<file path="config.mk">
export PLATFORM = sky130hd
export DESIGN_NAME = usb_midi_event_packet_decoder
export DESIGN_NICKNAME = d
export VERILOG_FILES = /design/src/hdl/usbmidi_pkg.sv /design/src/hdl/usbmidi_sysex_store.sv /design/src/hdl/usb_midi_event_packet_decoder.sv
export SDC_FILE = /design/constraint.sdc
export NUM_CORES = 1
export LEC_CHECK = 0
export BUFFER_PORTS_ARGS = -buffer_cell sky130_fd_sc_hd__buf_2
export CAP_MARGIN = 20
export CELL_PAD_IN_SITES_DETAIL_PLACEMENT = 0
export CELL_PAD_IN_SITES_GLOBAL_PLACEMENT = 1
export CORE_MARGIN = 4
export CORE_UTILIZATION = 52
export DETAILED_ROUTE_END_ITERATION = 8
export PLACE_DENSITY = 0.73
export SETUP_SLACK_MARGIN = 0.2
export SLEW_MARGIN = 20
export SYNTH_ARGS = -nofsm -noshare
export SYNTH_HDL_FRONTEND = slang
export SYNTH_SLANG_ARGS = --single-unit
</file>
<file path="constraint.sdc">
create_clock -name clock -period 5.1 [get_ports clock]
set_input_delay 0.51 -clock clock [delete_from_list [all_inputs] [get_ports clock]]
set_output_delay 0.51 -clock clock [all_outputs]
set_load 0.005 [all_outputs]
</file>
<file path="src/hdl/usbmidi_pkg.sv">
`default_nettype none
// ----------------------------------------------------------------------------
// usbmidi_pkg
// code index numbers, result kinds and store control shared by the decoder
// ----------------------------------------------------------------------------
package usbmidi_pkg;

   // header byte values, matched whole (cable 0 only)
   localparam logic [7:0] CIN_SYSEX_CONT  = 8'd4;
   localparam logic [7:0] CIN_SYSEX_END1  = 8'd5;
   localparam logic [7:0] CIN_SYSEX_END2  = 8'd6;
   localparam logic [7:0] CIN_SYSEX_END3  = 8'd7;
   localparam logic [7:0] CIN_NOTE_ON     = 8'd9;
   localparam logic [7:0] CIN_CTRL_CHANGE = 8'd11;
   localparam logic [7:0] CIN_CH_PRESSURE = 8'd13;
   localparam logic [7:0] CIN_PITCH_BEND  = 8'd14;

   // result kinds
   localparam logic [2:0] KIND_NOTE_ON     = 3'd0;
   localparam logic [2:0] KIND_CTRL_CHANGE = 3'd1;
   localparam logic [2:0] KIND_CH_PRESSURE = 3'd2;
   localparam logic [2:0] KIND_PITCH_BEND  = 3'd3;
   localparam logic [2:0] KIND_SYSEX       = 3'd4;

   // packets a message may hold before start/continue beats are dropped
   localparam logic [4:0] COUNT_MAX = 5'd31;

   // bytes streamed per message at most
   localparam int OUT_LIMIT = 64;

   // store port strobes
   typedef struct packed {
      logic wr_en;
      logic rd_en;
   } store_ctl_type;

endpackage : usbmidi_pkg
`default_nettype wire

</file>
<file path="src/hdl/usbmidi_sysex_store.sv">
`default_nettype none
// ----------------------------------------------------------------------------
// usbmidi_sysex_store
// sysex byte memory, one write and one registered read port
// ----------------------------------------------------------------------------
module usbmidi_sysex_store
   import usbmidi_pkg::*;
#(
   parameter  int DEPTH = 64,
   localparam int AW    = $clog2(DEPTH)
) (
   input  wire logic          clock,
   input  wire store_ctl_type ctl,
   input  wire logic [AW-1:0] wr_addr,
   input  wire logic [7:0]    wr_data,
   input  wire logic [AW-1:0] rd_addr,
   output logic      [7:0]    rd_data
);

   logic [7:0] store_mem [DEPTH];
   logic [7:0] rd_data_ff;

   always_ff @(posedge clock) begin
      if (ctl.wr_en) begin
         store_mem[wr_addr] <= wr_data;
      end
   end

   // read register holds its value while no read is issued
   always_ff @(posedge clock) begin
      if (ctl.rd_en) begin
         rd_data_ff <= store_mem[rd_addr];
      end
   end

   assign rd_data = rd_data_ff;

endmodule : usbmidi_sysex_store
`default_nettype wire

</file>
<file path="src/hdl/usb_midi_event_packet_decoder.sv">
`default_nettype none
// ----------------------------------------------------------------------------
// usb_midi_event_packet_decoder
// usb-midi event packet decoder for cable 0 with sysex assembly
// ----------------------------------------------------------------------------
// req_ beats carry one 4-byte event packet, rsp_ beats one decoded result
// note-on, control change, channel pressure and pitch bend give one rsp beat
// in the cycle after the req beat
// sysex start/continue packets: the beat, then three byte writes,
// one a cycle through the store write port; a packet arriving with 31 packets
// already stored only marks the message truncated
// sysex end packets write their n carried bytes (n = 1, 2 or 3), then stream
// min(total, SYSEX_BYTES, 64) bytes at one byte per cycle, while the receiver
// does not stall, through the store read port; the store's one write and one
// read port set this pace
// other header values give nothing
// rsp is a registered output; a new req beat is taken while a result waits
// only if that result is not stalled, and only when no sysex packet is in hand
// while the receiver stalls, the stream pauses and the store read register
// holds the next byte
// reset clears the control state, the sysex count and the overflow flag; the
// store is not cleared, only bytes written by the current message are read back
// ----------------------------------------------------------------------------
module usb_midi_event_packet_decoder
   import usbmidi_pkg::*;
#(
   parameter int SYSEX_BYTES = 64
) (
   input  wire logic       clock,
   input  wire logic       reset,
   // request channel
   input  wire logic       req_valid,
   output logic            req_stall,
   input  wire logic [7:0] req_header_byte,
   input  wire logic [7:0] req_midi_byte_a,
   input  wire logic [7:0] req_midi_byte_b,
   input  wire logic [7:0] req_midi_byte_c,
   // result channel
   output logic            rsp_valid,
   input  wire logic       rsp_stall,
   output logic [2:0]      rsp_message_kind,
   output logic [7:0]      rsp_out_byte_a,
   output logic [7:0]      rsp_out_byte_b,
   output logic [7:0]      rsp_out_byte_c,
   output logic [5:0]      rsp_sysex_position,
   output logic            rsp_is_last,
   output logic            rsp_truncated
);

   localparam int AW = $clog2(SYSEX_BYTES);
   // streamed byte limit: smaller of store depth and output limit
   localparam int LIMIT = (SYSEX_BYTES < OUT_LIMIT) ? SYSEX_BYTES : OUT_LIMIT;

   typedef enum logic [1:0] {
      ST_IDLE,
      ST_WRITE,
      ST_STREAM
   } state_type;

   // ---------------------------------------------------------------------
   // registers
   // ---------------------------------------------------------------------
   state_type  state_ff,      state_in;
   logic [4:0] count_ff,      count_in;      // packets stored this message
   logic       ovf_ff,        ovf_in;        // some byte was dropped
   logic [7:0] pkt_byte_ff [3];              // latched packet data
   logic [7:0] pkt_byte_in [3];
   logic [1:0] sel_ff,        sel_in;        // byte being written
   logic [1:0] sel_last_ff,   sel_last_in;   // index of last carried byte
   logic       is_end_ff,     is_end_in;     // packet closes the message
   logic [6:0] wpos_ff,       wpos_in;       // write position in message
   logic [6:0] emit_n_ff,     emit_n_in;     // bytes to stream
   logic       trunc_ff,      trunc_in;      // flag for last streamed byte
   logic [6:0] rd_idx_ff,     rd_idx_in;     // next position to read
   logic       data_valid_ff, data_valid_in; // store read register is loaded
   logic [5:0] data_pos_ff,   data_pos_in;
   logic       data_last_ff,  data_last_in;

   logic       rsp_valid_ff,  rsp_valid_in;
   logic [2:0] rsp_kind_ff,   rsp_kind_in;
   logic [7:0] rsp_a_ff,      rsp_a_in;
   logic [7:0] rsp_b_ff,      rsp_b_in;
   logic [7:0] rsp_c_ff,      rsp_c_in;
   logic [5:0] rsp_pos_ff,    rsp_pos_in;
   logic       rsp_last_ff,   rsp_last_in;
   logic       rsp_trunc_ff,  rsp_trunc_in;

   // ---------------------------------------------------------------------
   // store
   // ---------------------------------------------------------------------
   store_ctl_type store_ctl;
   logic [7:0]    store_rd_data;
   logic          wpos_in_range;

   assign wpos_in_range = (32'(wpos_ff) < SYSEX_BYTES);

   usbmidi_sysex_store #(
      .DEPTH (SYSEX_BYTES)
   ) u_store (
      .clock   (clock),
      .ctl     (store_ctl),
      .wr_addr (AW'(wpos_ff)),
      .wr_data (pkt_byte_ff[sel_ff]),
      .rd_addr (AW'(rd_idx_ff)),
      .rd_data (store_rd_data)
   );

   // ---------------------------------------------------------------------
   // handshake terms
   // ---------------------------------------------------------------------
   logic rsp_free;   // output register can take a new result this cycle
   logic req_take;
   logic load_out;   // store byte moves into the output register
   logic issue;      // read of the next streamed position
   logic stream_done;
   logic [6:0] total;

   assign rsp_free  = !rsp_valid_ff || !rsp_stall;
   // only idle takes packets; a stalled result blocks channel messages too
   assign req_stall = (state_ff != ST_IDLE) || !rsp_free;
   assign req_take  = req_valid && !req_stall;

   assign load_out    = data_valid_ff && rsp_free;
   assign issue       = (state_ff == ST_STREAM) && (rd_idx_ff != emit_n_ff)
                        && (!data_valid_ff || load_out);
   assign stream_done = (state_ff == ST_STREAM) && (rd_idx_ff == emit_n_ff)
                        && (!data_valid_ff || load_out);

   assign store_ctl.wr_en = (state_ff == ST_WRITE) && wpos_in_range;
   assign store_ctl.rd_en = issue;

   assign total = wpos_ff + 7'd1;

   // ---------------------------------------------------------------------
   // next state
   // ---------------------------------------------------------------------
   always_comb begin
      state_in      = state_ff;
      count_in      = count_ff;
      ovf_in        = ovf_ff;
      pkt_byte_in   = pkt_byte_ff;
      sel_in        = sel_ff;
      sel_last_in   = sel_last_ff;
      is_end_in     = is_end_ff;
      wpos_in       = wpos_ff;
      emit_n_in     = emit_n_ff;
      trunc_in      = trunc_ff;
      rd_idx_in     = rd_idx_ff;
      data_pos_in   = data_pos_ff;
      data_last_in  = data_last_ff;

      rsp_valid_in  = rsp_valid_ff && rsp_stall;
      rsp_kind_in   = rsp_kind_ff;
      rsp_a_in      = rsp_a_ff;
      rsp_b_in      = rsp_b_ff;
      rsp_c_in      = rsp_c_ff;
      rsp_pos_in    = rsp_pos_ff;
      rsp_last_in   = rsp_last_ff;
      rsp_trunc_in  = rsp_trunc_ff;

      // store read register: set by a read, cleared when moved out
      data_valid_in = issue || (data_valid_ff && !load_out);

      unique case (state_ff)
         ST_IDLE: begin
            if (req_take) begin
               unique case (req_header_byte) inside
                  CIN_NOTE_ON, CIN_CTRL_CHANGE, CIN_CH_PRESSURE, CIN_PITCH_BEND: begin
                     rsp_valid_in = 1'b1;
                     rsp_a_in     = req_midi_byte_a;
                     rsp_b_in     = req_midi_byte_b;
                     rsp_c_in     = req_midi_byte_c;
                     rsp_pos_in   = 6'd0;
                     rsp_last_in  = 1'b1;
                     rsp_trunc_in = 1'b0;
                     unique case (req_header_byte)
                        CIN_NOTE_ON:     rsp_kind_in = KIND_NOTE_ON;
                        CIN_CTRL_CHANGE: rsp_kind_in = KIND_CTRL_CHANGE;
                        CIN_CH_PRESSURE: begin
                           rsp_kind_in = KIND_CH_PRESSURE;
                           rsp_c_in    = 8'd0;
                        end
                        default:         rsp_kind_in = KIND_PITCH_BEND;
                     endcase
                  end
                  CIN_SYSEX_CONT: begin
                     if (count_ff == COUNT_MAX) begin
                        // whole packet dropped
                        ovf_in = 1'b1;
                     end else begin
                        pkt_byte_in = '{req_midi_byte_a, req_midi_byte_b,
                                        req_midi_byte_c};
                        sel_in      = 2'd0;
                        sel_last_in = 2'd2;
                        is_end_in   = 1'b0;
                        wpos_in     = 7'({count_ff, 1'b0}) + 7'(count_ff);
                        state_in    = ST_WRITE;
                     end
                  end
                  CIN_SYSEX_END1, CIN_SYSEX_END2, CIN_SYSEX_END3: begin
                     pkt_byte_in = '{req_midi_byte_a, req_midi_byte_b,
                                     req_midi_byte_c};
                     sel_in      = 2'd0;
                     // low bits of the end code give the carried byte count
                     sel_last_in = req_header_byte[1:0] - 2'd1;
                     is_end_in   = 1'b1;
                     wpos_in     = 7'({count_ff, 1'b0}) + 7'(count_ff);
                     state_in    = ST_WRITE;
                  end
                  default: begin
                  end
               endcase
            end
         end

         ST_WRITE: begin
            // one byte a cycle; out-of-range bytes only mark the message
            if (!wpos_in_range) begin
               ovf_in = 1'b1;
            end
            wpos_in = wpos_ff + 7'd1;
            sel_in  = sel_ff + 2'd1;
            if (sel_ff == sel_last_ff) begin
               if (is_end_ff) begin
                  emit_n_in = (total > 7'(LIMIT)) ? 7'(LIMIT) : total;
                  trunc_in  = ovf_ff || !wpos_in_range || (total > 7'(LIMIT));
                  rd_idx_in = 7'd0;
                  state_in  = ST_STREAM;
               end else begin
                  count_in = count_ff + 5'd1;
                  state_in = ST_IDLE;
               end
            end
         end

         ST_STREAM: begin
            if (issue) begin
               rd_idx_in    = rd_idx_ff + 7'd1;
               data_pos_in  = rd_idx_ff[5:0];
               data_last_in = (rd_idx_ff + 7'd1 == emit_n_ff);
            end
            if (stream_done) begin
               // message closed
               count_in = 5'd0;
               ovf_in   = 1'b0;
               state_in = ST_IDLE;
            end
         end

         default: begin
            state_in = ST_IDLE;
         end
      endcase

      if (load_out) begin
         rsp_valid_in = 1'b1;
         rsp_kind_in  = KIND_SYSEX;
         rsp_a_in     = store_rd_data;
         rsp_b_in     = 8'd0;
         rsp_c_in     = 8'd0;
         rsp_pos_in   = data_pos_ff;
         rsp_last_in  = data_last_ff;
         rsp_trunc_in = data_last_ff && trunc_ff;
      end
   end

   // ---------------------------------------------------------------------
   // state and registered outputs
   // ---------------------------------------------------------------------
   always_ff @(posedge clock) begin
      if (reset) begin
         state_ff      <= ST_IDLE;
         count_ff      <= 5'd0;
         ovf_ff        <= 1'b0;
         data_valid_ff <= 1'b0;
         rsp_valid_ff  <= 1'b0;
      end else begin
         state_ff      <= state_in;
         count_ff      <= count_in;
         ovf_ff        <= ovf_in;
         data_valid_ff <= data_valid_in;
         rsp_valid_ff  <= rsp_valid_in;
      end
   end

   // payload, no reset
   always_ff @(posedge clock) begin
      pkt_byte_ff  <= pkt_byte_in;
      sel_ff       <= sel_in;
      sel_last_ff  <= sel_last_in;
      is_end_ff    <= is_end_in;
      wpos_ff      <= wpos_in;
      emit_n_ff    <= emit_n_in;
      trunc_ff     <= trunc_in;
      rd_idx_ff    <= rd_idx_in;
      data_pos_ff  <= data_pos_in;
      data_last_ff <= data_last_in;
      rsp_kind_ff  <= rsp_kind_in;
      rsp_a_ff     <= rsp_a_in;
      rsp_b_ff     <= rsp_b_in;
      rsp_c_ff     <= rsp_c_in;
      rsp_pos_ff   <= rsp_pos_in;
      rsp_last_ff  <= rsp_last_in;
      rsp_trunc_ff <= rsp_trunc_in;
   end

   assign rsp_valid          = rsp_valid_ff;
   assign rsp_message_kind   = rsp_kind_ff;
   assign rsp_out_byte_a     = rsp_a_ff;
   assign rsp_out_byte_b     = rsp_b_ff;
   assign rsp_out_byte_c     = rsp_c_ff;
   assign rsp_sysex_position = rsp_pos_ff;
   assign rsp_is_last        = rsp_last_ff;
   assign rsp_truncated      = rsp_trunc_ff;

   // ---------------------------------------------------------------------
   // assertions
   // ---------------------------------------------------------------------
   // store is never written and read in the same cycle
   a_no_rw_overlap : assert property (@(posedge clock) disable iff (reset)
      !(store_ctl.wr_en && store_ctl.rd_en))
      else $error("store written and read in one cycle");

   // reads stay within the streamed length
   a_read_in_range : assert property (@(posedge clock) disable iff (reset)
      store_ctl.rd_en |-> (rd_idx_ff < emit_n_ff))
      else $error("store read beyond streamed length");

   // a loaded read register only exists while streaming
   a_data_in_stream : assert property (@(posedge clock) disable iff (reset)
      data_valid_ff |-> (state_ff == ST_STREAM))
      else $error("store byte pending outside stream");

   // a closed message leaves no count or overflow behind
   a_stream_close : assert property (@(posedge clock) disable iff (reset)
      ($past(state_ff) == ST_STREAM && state_ff == ST_IDLE)
      |-> (count_ff == 5'd0 && !ovf_ff))
      else $error("sysex state not cleared after stream");

   // last byte of a stream carries position emit_n - 1
   a_last_position : assert property (@(posedge clock) disable iff (reset)
      load_out && data_last_ff |-> (7'(data_pos_ff) + 7'd1 == emit_n_ff))
      else $error("last sysex byte at wrong position");

endmodule : usb_midi_event_packet_decoder
`default_nettype wire

</file>
==> results.yml, run 1 <==
die:
  row_count: 79
  io_pins: 73
  dieArea_sq_um: 51400
  start_util_pct: 53.0
  core_area_sq_um: 47000
  chipHeight_um: 227
  die_x_um: 227
clocking:
  cts.sinks: 623
  numCtsBuffers: 66
  cts_htree_levels: 3
  cts_tree: "built"
  ctsResizeCount: 0
  clock_latency_ns: 0.60
  hold_buffers: 0
  cts-root-buf: "clkbuf_16"
  clk_path_buf_depth: 3
  post_cts_buffers: 0
  clk_pin_slew_ns: 0.06
grt:
  grt_most_used_layer: "met2"
  antenna_found_initial: 2
  gr-usage-all-layers_pct: 22.6
  grt_pass1_wl_um: 84400
  grt_pass1_vias: 12900
  gr-usage-met2_pct: 35.7
  grt_max_degree: 65
  grt.met1_usage_pct: 31.8
  grt_use_met3_pct: 5.24
  grt-ovfl-total: 0
synth:
  synth_enable_flop_cells: 594
  async_flop_share_pct: 0
  synth.area.top_cells: "edfxtp_1 72%, mux4_2 10%, dfxtp_1 2.3%"
  synthesis.nets: 1413
  synth.distinct_cells: 65
  yosysTopAreaCell: "edfxtp_1"
  synth.cell_area_sq_um: 24900
  synth_seq_cells: 623
  yosys-top-cells-count: "594 x edfxtp_1, 136 x nor2_1, 111 x mux4_2"
  synth_warnings: 0
  yosysMostFrequentCell: "edfxtp_1"
  netlist.area_leader.share_pct: 71.7
  synth-main-ff-cell: "edfxtp_1"
  syn_inst: 1363
  syn_avg_cell_area_sq_um: 18.3
  yosysSeqAreaShare_pct: 74.0
timing:
  rsz0062_at_grt: "no"
  slew-limit-headroom_pct: 31.6
  hold_slack_ns: 0.115
  slew_viol_final: 0
  min_period_over_period_pct: 62.3
  clock_skew_ns: 0.0188
  worst_slew_pin_slew_ns: 1.02
  finalSetupTns_ns: 0
  setup_viol: 0
  max_freq_mhz: 315
  period_minus_slack_ns: 3.18
  finalHoldViolations: 0
critical_path:
  timing.rr.start: "rd_idx_ff[0]$_SDFFCE_PP0P_"
  cp.arrival_ns: 3.49
  path_class: "register to register"
  r2r_end: "u_store.rd_data[6]$_DFFE_PP_"
  worst_setup_path_end_kind: "register"
  cp.required_ns: 5.42
  r2r_cells: 6
  reg2reg_setup_slack_ns: 1.92
  path_max_fanout: 48
  cp-start-kind: "register"
min_path:
  worstHoldEndpoint: "pkt_byte_ff[16]$_DFFE_PP_"
  min_path_cells: 1
  min-delay-start: "req_midi_byte_a[0]"
  hp-class: "input pin to register"
detailed_routing:
  wire_per_inst_um: 26.8
  vias: 12800
  wirelength_um: 56800
  postRouteAntennaNets: 0
  drc: 0
  drtIter0Drc: 1164
  viasPerCell: 6.03
  dr.pass1.iters: 5
run_status:
  outcome: "finished clean"
placed_design:
  gp_congestion: 0.833
  dp_hpwl_um: 35700
  numPlacedInstances: 1999
  port-buffer-count: 72
layout:
  final_nets: 1510
  syn_to_final_growth_pct: 12.0
  fill_cells: 3418
  layout-drive-gt1-share_pct: 23.1
  instances_no_fill: 2117
power_and_ir_drop:
  peakVddDrop_uv: 297
  p_leak_uw: 0.00915
  powerDensity_nw_per_um2: 364
job:
  cap_violations: 0
## how the worst max path moves through the flow
stage | slack [ns] | end | startpoint | depth (start not counted)
2_1_floorplan | 0.95 | u_store.store_mem[0][0]$_DFFE_PP_ | sel_ff[1]$_SDFFCE_PN0P_ | 3
3_3_place_gp | 1.90 | u_store.rd_data[5]$_DFFE_PP_ | rd_idx_ff[0]$_SDFFCE_PP0P_ | 7
3_5_place_dp | 1.90 | u_store.rd_data[1]$_DFFE_PP_ | rd_idx_ff[0]$_SDFFCE_PP0P_ | 6
4_1_cts | 1.91 | u_store.rd_data[1]$_DFFE_PP_ | rd_idx_ff[0]$_SDFFCE_PP0P_ | 6
5_1_grt | 1.75 | u_store.rd_data[1]$_DFFE_PP_ | rd_idx_ff[0]$_SDFFCE_PP0P_ | 6
6_report | 1.92 | u_store.rd_data[6]$_DFFE_PP_ | rd_idx_ff[0]$_SDFFCE_PP0P_ | 6
## power breakdown
part | total (uW) | switching, uW | internal, uW
combinational | 104 | 55.6 | 48.5
sequential | 5560 | 13.1 | 5550
clock | 4490 | 1920 | 2570
total | 10200 | 1990 | 8170
## critical path: stages, from the launching register on
cell      delay [ns]
edfxtp_1        0.78
buf_12          0.40
mux4_2          0.58
mux2i_1         0.26
o22ai_1         0.12
o31ai_1         0.52
o31ai_1         0.15
## stage by stage
stage | worst slack, ns | utilization [%] | instance area (sq um) | power (uW)
floorplan | 0.945 | - | 24900 | 5720
global placement | 1.90 | 55.1 | 25900 | 5770
detailed placement | 1.90 | 55.1 | 25900 | 5780
CTS | 1.91 | 59.4 | 27900 | 10200
global route | 1.75 | 59.4 | 27900 | 10500
finish | 1.92 | 59.4 | 27900 | 10200
## final cells by class
cell class	count	area, sq um	area share, %
antenna	2	5.00	0.0179
tap	607	759	2.72
clock buffer	76	1710	6.13
sequential	623	18400	66.0
inverter	17	63.8	0.229
multi-input combinational	655	6060	21.7
timing repair buffer	97	573	2.05
clock inverter	40	299	1.07
## registers in the layout, indices dropped and copies added (netlist names), 2 cells and up
| signal | cells |
|---|---|
| u_store.store_mem | 512 |
| pkt_byte_ff | 24 |
| rsp_out_byte_a | 8 |
| rsp_out_byte_b | 8 |
| rsp_out_byte_c | 8 |
| u_store.rd_data | 8 |
| emit_n_ff | 7 |
| rd_idx_ff | 7 |
| wpos_ff | 7 |
| data_pos_ff | 6 |
| rsp_sysex_position | 6 |
| count_ff | 5 |
| rsp_message_kind | 3 |
| sel_ff | 2 |
| sel_last_ff | 2 |
| state_ff | 2 |
## cell usage in the layout (no fill, tap or decap), types with 4 or more instances in the layout
cell type	n
clkbuf_16	67
dfxtp_1	29
ha_1	13
o21ai_1	5
and2_1	9
o21ai_0	8
inv_6	5
edfxtp_1	594
a22o_1	12
clkbuf_1	9
o31ai_1	7
a211oi_1	16
nor2_1	135
a22oi_1	6
buf_2	72
nor2b_1	19
nand2b_1	10
xnor2_1	15
o32ai_1	7
o22ai_1	19
a21oi_1	23
clkinv_2	14
nor4_1	6
or3_1	8
xor2_1	13
mux4_2	111
or2_2	6
clkinv_1	14
or3b_2	4
nand2_1	60
o21ai_4	8
nand3_1	14
nor3_1	11
mux2_2	22
inv_1	16
mux2i_1	47
buf_4	23
## cells by family after synthesis
family | Yosys count | share of synthesized area [%]
DFF | 623 | 74.0
buffers and inverters | 85 | 2.05
AOI/OAI and AO/OA | 136 | 3.80
and+or+nand+nor | 297 | 5.52
adders and majority gates | 14 | 0.734
xor gates and xnor gates | 28 | 0.985
muxes | 180 | 12.9
## layer usage
layer	share of wire [%]	vias up
met1	41	6558
met4	2.8	2
met3	7.4	101
li1	-	5627
met2	48	472
met5	0.023	-
Note: power is estimated with default switching activity, not from simulation.
==> inputs of run 2 (changes only) <==
ABC_AREA = 1   (was unset)
CORE_UTILIZATION = 51   (was 52)
PLACE_DENSITY = 0.76   (was 0.73)
clock period = 3.25 ns   (was 5.1 ns; I/O delays follow)
==> run 2 against run 1 <==
Synthesized area rose by 3.7%. Critical endpoint is now u_store.rd_data[1]$_DFFE_PP_. Largest power group unchanged. Synthesized cell count rose by 65%. Worst setup slack got worse by 1.2 ns. Sequential cell count did not move. Clock power rose by 74%.
==> results.yml, run 2 <==
run_status:
  outcome: "finished clean"
critical_path:
  cp-start-kind: "register"
  worst_setup_path_end_kind: "register"
  critPathMaxStageDelay_ns: 0.53
  critPathTopFamily: "buffers and inverters"
  cp.required_ns: 3.71
  path_max_fanout: 57
  cp.arrival_ns: 3.00
  worst_path_max_delay_cell: "edfxtp_1"
  path_class: "register to register"
  r2r_cells: 10
  critPathBufInv: 2
  cp.depth: 10
  cp_cell_sequence: "inv_6 > buf_4 > nand2_1 > nand3_1 > nand3_1 > nand2_1 > a21oi_1 > o21ai_1 > nand3_1 > nand2_1"
clocking:
  cts-root-buf: "clkbuf_16"
  cts.sinks: 623
  clock_latency_ns: 0.59
  clk_pin_slew_ns: 0.06
  clk_path_buf_depth: 3
  cts_tree: "built"
  cts_htree_levels: 3
  numCtsBuffers: 69
die:
  chipHeight_um: 233
  io_pins: 73
  dieArea_sq_um: 54300
  row_count: 82
  core_area_sq_um: 50100
  start_util_pct: 51.6
  die_x_um: 233
detailed_routing:
  drc: 0
  viasPerCell: 5.56
  wirelength_um: 65000
  drtIter0Drc: 1698
  vias: 17400
  postRouteAntennaNets: 0
  wire_per_inst_um: 20.8
  dr.pass1.iters: 5
timing:
  setup_ws_ns: 0.712
  setup_viol: 0
  slew_viol_final: 0
  finalSetupTns_ns: 0
  period_minus_slack_ns: 2.54
  clock_skew_ns: 0.0278
  slew-limit-headroom_pct: 37.7
  worst_slew_pin_slew_ns: 0.931
  finalHoldViolations: 0
  max_freq_mhz: 394
  rsz0062_at_grt: "no"
  min_period_over_period_pct: 78.1
  hold_slack_ns: 0.0817
placed_design:
  pre_cts_ws_ns: 0.782
  dp_hpwl_um: 38000
  place_area_sq_um: 27500
  port-buffer-count: 72
  gp_congestion: 0.830
synth:
  yosysSeqAreaShare_pct: 71.3
  yosysMostFrequentCell: "nand2_1"
  yosysTopAreaCell: "edfxtp_1"
  synth.area.top_cells: "edfxtp_1 69%, nand2_1 8.8%, nand3_1 6.8%"
  netlist.area_leader.share_pct: 69.1
  synth_seq_cells: 623
  synth.cell_area_sq_um: 25800
  synth_enable_flop_cells: 594
  syn_inst: 2247
  synth-main-ff-cell: "edfxtp_1"
  async_flop_share_pct: 0
  yosys-top-cells-count: "604 x nand2_1, 594 x edfxtp_1, 350 x nand3_1"
  synth_warnings: 0
  synth.distinct_cells: 43
  synthesis.nets: 2297
  syn_avg_cell_area_sq_um: 11.5
layout:
  final_nets: 2447
  layout-drive-gt1-share_pct: 12.6
  final_common_cell: "nand2_1"
  fill_cells: 4074
  largest_register: "u_store.store_mem"
  seqCellArea_sq_um: 18400
  design_area_sq_um: 30100
  top_regs: "u_store.store_mem (512), pkt_byte_ff (24)"
  layout_common_cells: "604 x nand2_1, 594 x edfxtp_1, 350 x nand3_1"
  multiInputGateArea_sq_um: 6510
  largest_register_ffs: 512
  syn_to_final_growth_pct: 16.4
grt:
  grt_use_met3_pct: 4.00
  grt-ovfl-total: 0
  gr-usage-met2_pct: 37.4
  grt_pass1_vias: 16600
  grt_pass1_wl_um: 99300
  grt_most_used_layer: "met2"
  grt_max_degree: 129
  antenna_found_initial: 1
  gr-usage-all-layers_pct: 24.0
  grt.met1_usage_pct: 34.7
min_path:
  hp-class: "input pin to register"
  min_path_cells: 2
power_and_ir_drop:
  peakVddDrop_uv: 481
  p_leak_uw: 0.0113
  powerDensity_nw_per_um2: 556
job:
  cap_violations: 0
[run 2: path summary, 6_finish.rpt]
check	slack, ns	from	endpoint
setup / recovery	0.71	rd_idx_ff[0]$_SDFFCE_PP0P_	u_store.rd_data[1]$_DFFE_PP_
hold / removal	0.08	req_header_byte[0]	sel_last_ff[0]$_SDFFCE_PN0P_
setup reg to reg	0.71	rd_idx_ff[0]$_SDFFCE_PP0P_	u_store.rd_data[1]$_DFFE_PP_
hold reg to reg	0.47	rsp_out_byte_b[5]$_SDFFE_PN0P_	rsp_out_byte_b[5]$_SDFFE_PN0P_
[run 2: cells by family after synthesis]
group                    synth area share [%]
AND/OR/NAND/NOR                          18.8
adder cells (fa/ha/maj)                 0.708
buffers and inverters                    3.88
flip-flops                               71.3
AO/OA/AOI/OAI                            4.39
multiplexers                            0.310
XOR/XNOR                                0.543
[run 2: final cells by class]
| class | instances | share of cell area, % |
|---|---|---|
| flip-flops and latches | 623 | 61.3 |
| well taps | 672 | 2.80 |
| clock buffers | 85 | 6.23 |
| multi-input cells | 1394 | 21.7 |
| inverters | 106 | 1.34 |
| diodes | 1 | 0.00833 |
| clock inverters | 40 | 1.33 |
| repair buffers | 203 | 5.35 |
[run 2: per-stage QoR]
stage                     power, uW  cells  utilization (%)
after floorplan                8970   2247                -
final                         16700   3124             60.0
after detailed placement       9070   2973             55.0
after global routing          17200   3123             60.0
after global placement         9060   2973             55.0
after CTS                     16900   3123             60.0
[run 2: per-layer routing]
metal / vias up / routed length, um
met5: - / 0
met4: 0 / 1600
met3: 96 / 4910
met2: 672 / 29900
met1: 8432 / 28600
li1: 8178 / -
[run 2: what timing repair did]
item | CTS | global route
gates resized for setup | 0 | 0
endpoints found under the hold margin | 46 | 0
setup buffers | 0 | 0
hold buffers | 25 | 0
[run 2: where the power goes]
| group | internal (uW) | switching [uW] | total, uW |
|---|---|---|---|
| combinational | 87.8 | 97.6 | 185 |
| sequential | 8720 | 19.3 | 8740 |
| clock | 4730 | 3070 | 7800 |
| total | 13500 | 3190 | 16700 |
==> inputs of run 3 (changes only) <==
CORE_UTILIZATION = 46   (was 51)
PLACE_DENSITY = 0.72   (was 0.76)
clock period = 2.2 ns   (was 3.25 ns; I/O delays follow)
==> run 3 against run 2 <==
Design area is 6.1% higher. Sequential power is 48% higher. Critical endpoint is now u_store.rd_data[0]$_DFFE_PP_. Critical path depth is 3 higher. Largest cell class unchanged. Utilization is 2.3 points lower. Critical path type unchanged.
==> results.yml, run 3 (same netlist as run 2, synthesis figures left out) <==
placed_design:
  dp_hpwl_um: 42900
  gp_congestion: 0.862
  port-buffer-count: 72
job:
  cap_violations: 0
die:
  row_count: 86
  dieArea_sq_um: 60000
  start_util_pct: 46.7
  core_area_sq_um: 55300
  die_x_um: 245
  chipHeight_um: 245
  io_pins: 73
timing:
  slew-limit-headroom_pct: 61.7
  clock_skew_ns: 0.0317
  min_period_over_period_pct: 94.7
  slew_viol_final: 0
  hold_slack_ns: 0.0317
  rsz0062_at_grt: "yes"
  max_freq_mhz: 480
  period_minus_slack_ns: 2.08
  finalHoldViolations: 0
  setup_viol: 0
  worst_slew_pin_slew_ns: 0.573
layout:
  syn_to_final_growth_pct: 23.5
  final_common_cell: "edfxtp_1"
  largest_register: "u_store.store_mem"
  layout_common_cells: "594 x edfxtp_1, 560 x nand2_1, 300 x nand3_1"
  largest_register_ffs: 512
  layout-drive-gt1-share_pct: 20.3
  fin_util_pct: 57.7
  final_nets: 2538
  top_regs: "u_store.store_mem (512), pkt_byte_ff (24)"
  antennaDiodeCount: 0
  fill_cells: 4528
critical_path:
  cp-start-kind: "register"
  cp.required_ns: 2.54
  cp.arrival_ns: 2.42
  critPathMaxStageDelay_ns: 0.37
  r2r_end: "u_store.rd_data[0]$_DFFE_PP_"
  path_class: "register to register"
  worst_path_max_delay_cell: "edfxtp_1"
  r2r_cells: 13
  timing.rr.start: "rd_idx_ff[0]$_SDFFCE_PP0P_"
  path_max_fanout: 7
  critPathTopFamily: "buffers and inverters"
  reg2reg_setup_slack_ns: 0.12
  worst_setup_path_end_kind: "register"
  cp_cell_sequence: "buf_6 > inv_12 > buf_16 > buf_16 > buf_12 > nand2_1 > nand3_2 > nand3_2 > nand2_2 > a21oi_4 > nand2_2 > nand3_1 > nand2_1"
  critPathBufInv: 5
grt:
  grt_pass1_wl_um: 106000
  grt_max_degree: 65
  grt_use_met3_pct: 4.21
  antenna_found_initial: 1
  gr-usage-met2_pct: 37.0
  grt_most_used_layer: "met2"
  grt-ovfl-total: 0
  grt.met1_usage_pct: 32.6
  grt_pass1_vias: 17300
  gr-usage-all-layers_pct: 23.2
detailed_routing:
  viasPerCell: 5.45
  drtIter0Drc: 1420
  dr.pass1.iters: 6
  drc: 0
  wirelength_um: 71100
  wire_per_inst_um: 21.6
  postRouteAntennaNets: 0
  vias: 17900
min_path:
  worstHoldEndpoint: "rsp_valid$_SDFF_PP0_"
  min-delay-start: "rsp_stall"
  min_path_cells: 3
  hp-class: "input pin to register"
clocking:
  clk_path_buf_depth: 3
  numCtsBuffers: 67
  cts.sinks: 623
  cts-root-buf: "clkbuf_16"
  cts_htree_levels: 3
  clock_latency_ns: 0.61
  clk_pin_slew_ns: 0.06
  cts_tree: "built"
power_and_ir_drop:
  p_leak_uw: 0.0121
  peakVddDrop_uv: 520
  powerDensity_nw_per_um2: 749
run_status:
  outcome: "finished clean"
## run 3: worst max-delay path by stage
| stage | startpoint | slack (ns) | cells after the start | to |
|---|---|---|---|---|
| floorplan | sel_ff[1]$_SDFFCE_PN0P_ | 0.20 | 5 | u_store.store_mem[0][0]$_DFFE_PP_ |
| global placement | rd_idx_ff[0]$_SDFFCE_PP0P_ | -0.12 | 11 | u_store.rd_data[4]$_DFFE_PP_ |
| detailed placement | rd_idx_ff[0]$_SDFFCE_PP0P_ | -0.16 | 12 | u_store.rd_data[7]$_DFFE_PP_ |
| CTS | rd_idx_ff[0]$_SDFFCE_PP0P_ | 0.09 | 9 | u_store.rd_data[4]$_DFFE_PP_ |
| global route | rd_idx_ff[0]$_SDFFCE_PP0P_ | 0.05 | 13 | u_store.rd_data[4]$_DFFE_PP_ |
| finish | rd_idx_ff[0]$_SDFFCE_PP0P_ | 0.12 | 13 | u_store.rd_data[0]$_DFFE_PP_ |
## run 3: routing by layer
layer	part of all wire [%]	wire, um
met2	47	33300
met4	2.7	1950
met3	7.5	5300
met1	43	30500
met5	0.015	11
## run 3: stage by stage
stage	setup slack [ns]	TNS [ns]	area, sq um	power, uW	instances
global route	0.0471	0	31900	24700	3287
finish	0.117	0	31900	23900	3287
detailed placement	-0.159	-0.649	28300	13400	3109
global placement	-0.125	-0.306	28300	13400	3109
floorplan	0.205	0	26000	13300	2247
CTS	0.0932	0	31200	24100	3268
## run 3: area by class of cell
class                   instances  area (sq um)  share of cell area (%)
clock buffers                  92          1830                    5.75
clock inverters                28           233                   0.730
inverters                     106           418                    1.31
multi-input cells            1395          7090                    22.2
flip-flops and latches        623         18400                    57.7
well taps                     748           936                    2.93
repair buffers                295          2960                    9.29
## run 3: timing repair
item / 4_1_cts / 5_1_grt
cloned: 8 / 6
hold endpoints to repair: 59 / 0
setup endpoints to repair: 82 / 319
buffers inserted: 4 / 13
pin swaps: 25 / 33
gates resized for setup: 90 / 109
hold buffers: 27 / 0
## run 3: worst reg2reg max path, delay by kind of cell, from the launching register on
kind                   cells  cell delay, ns
buffers and inverters      5            0.70
AOI/OAI and AO/OA          1            0.19
and+or+nand+nor            7            0.56
DFF                        1            0.37
## run 3: power breakdown
group	switching (uW)	total [uW]	internal, uW	leakage, uW
combinational	149	285	137	0.00543
sequential	29.1	12900	12900	0.00564
clock	4490	10700	6200	0.00101
total	4670	23900	19200	0.0121
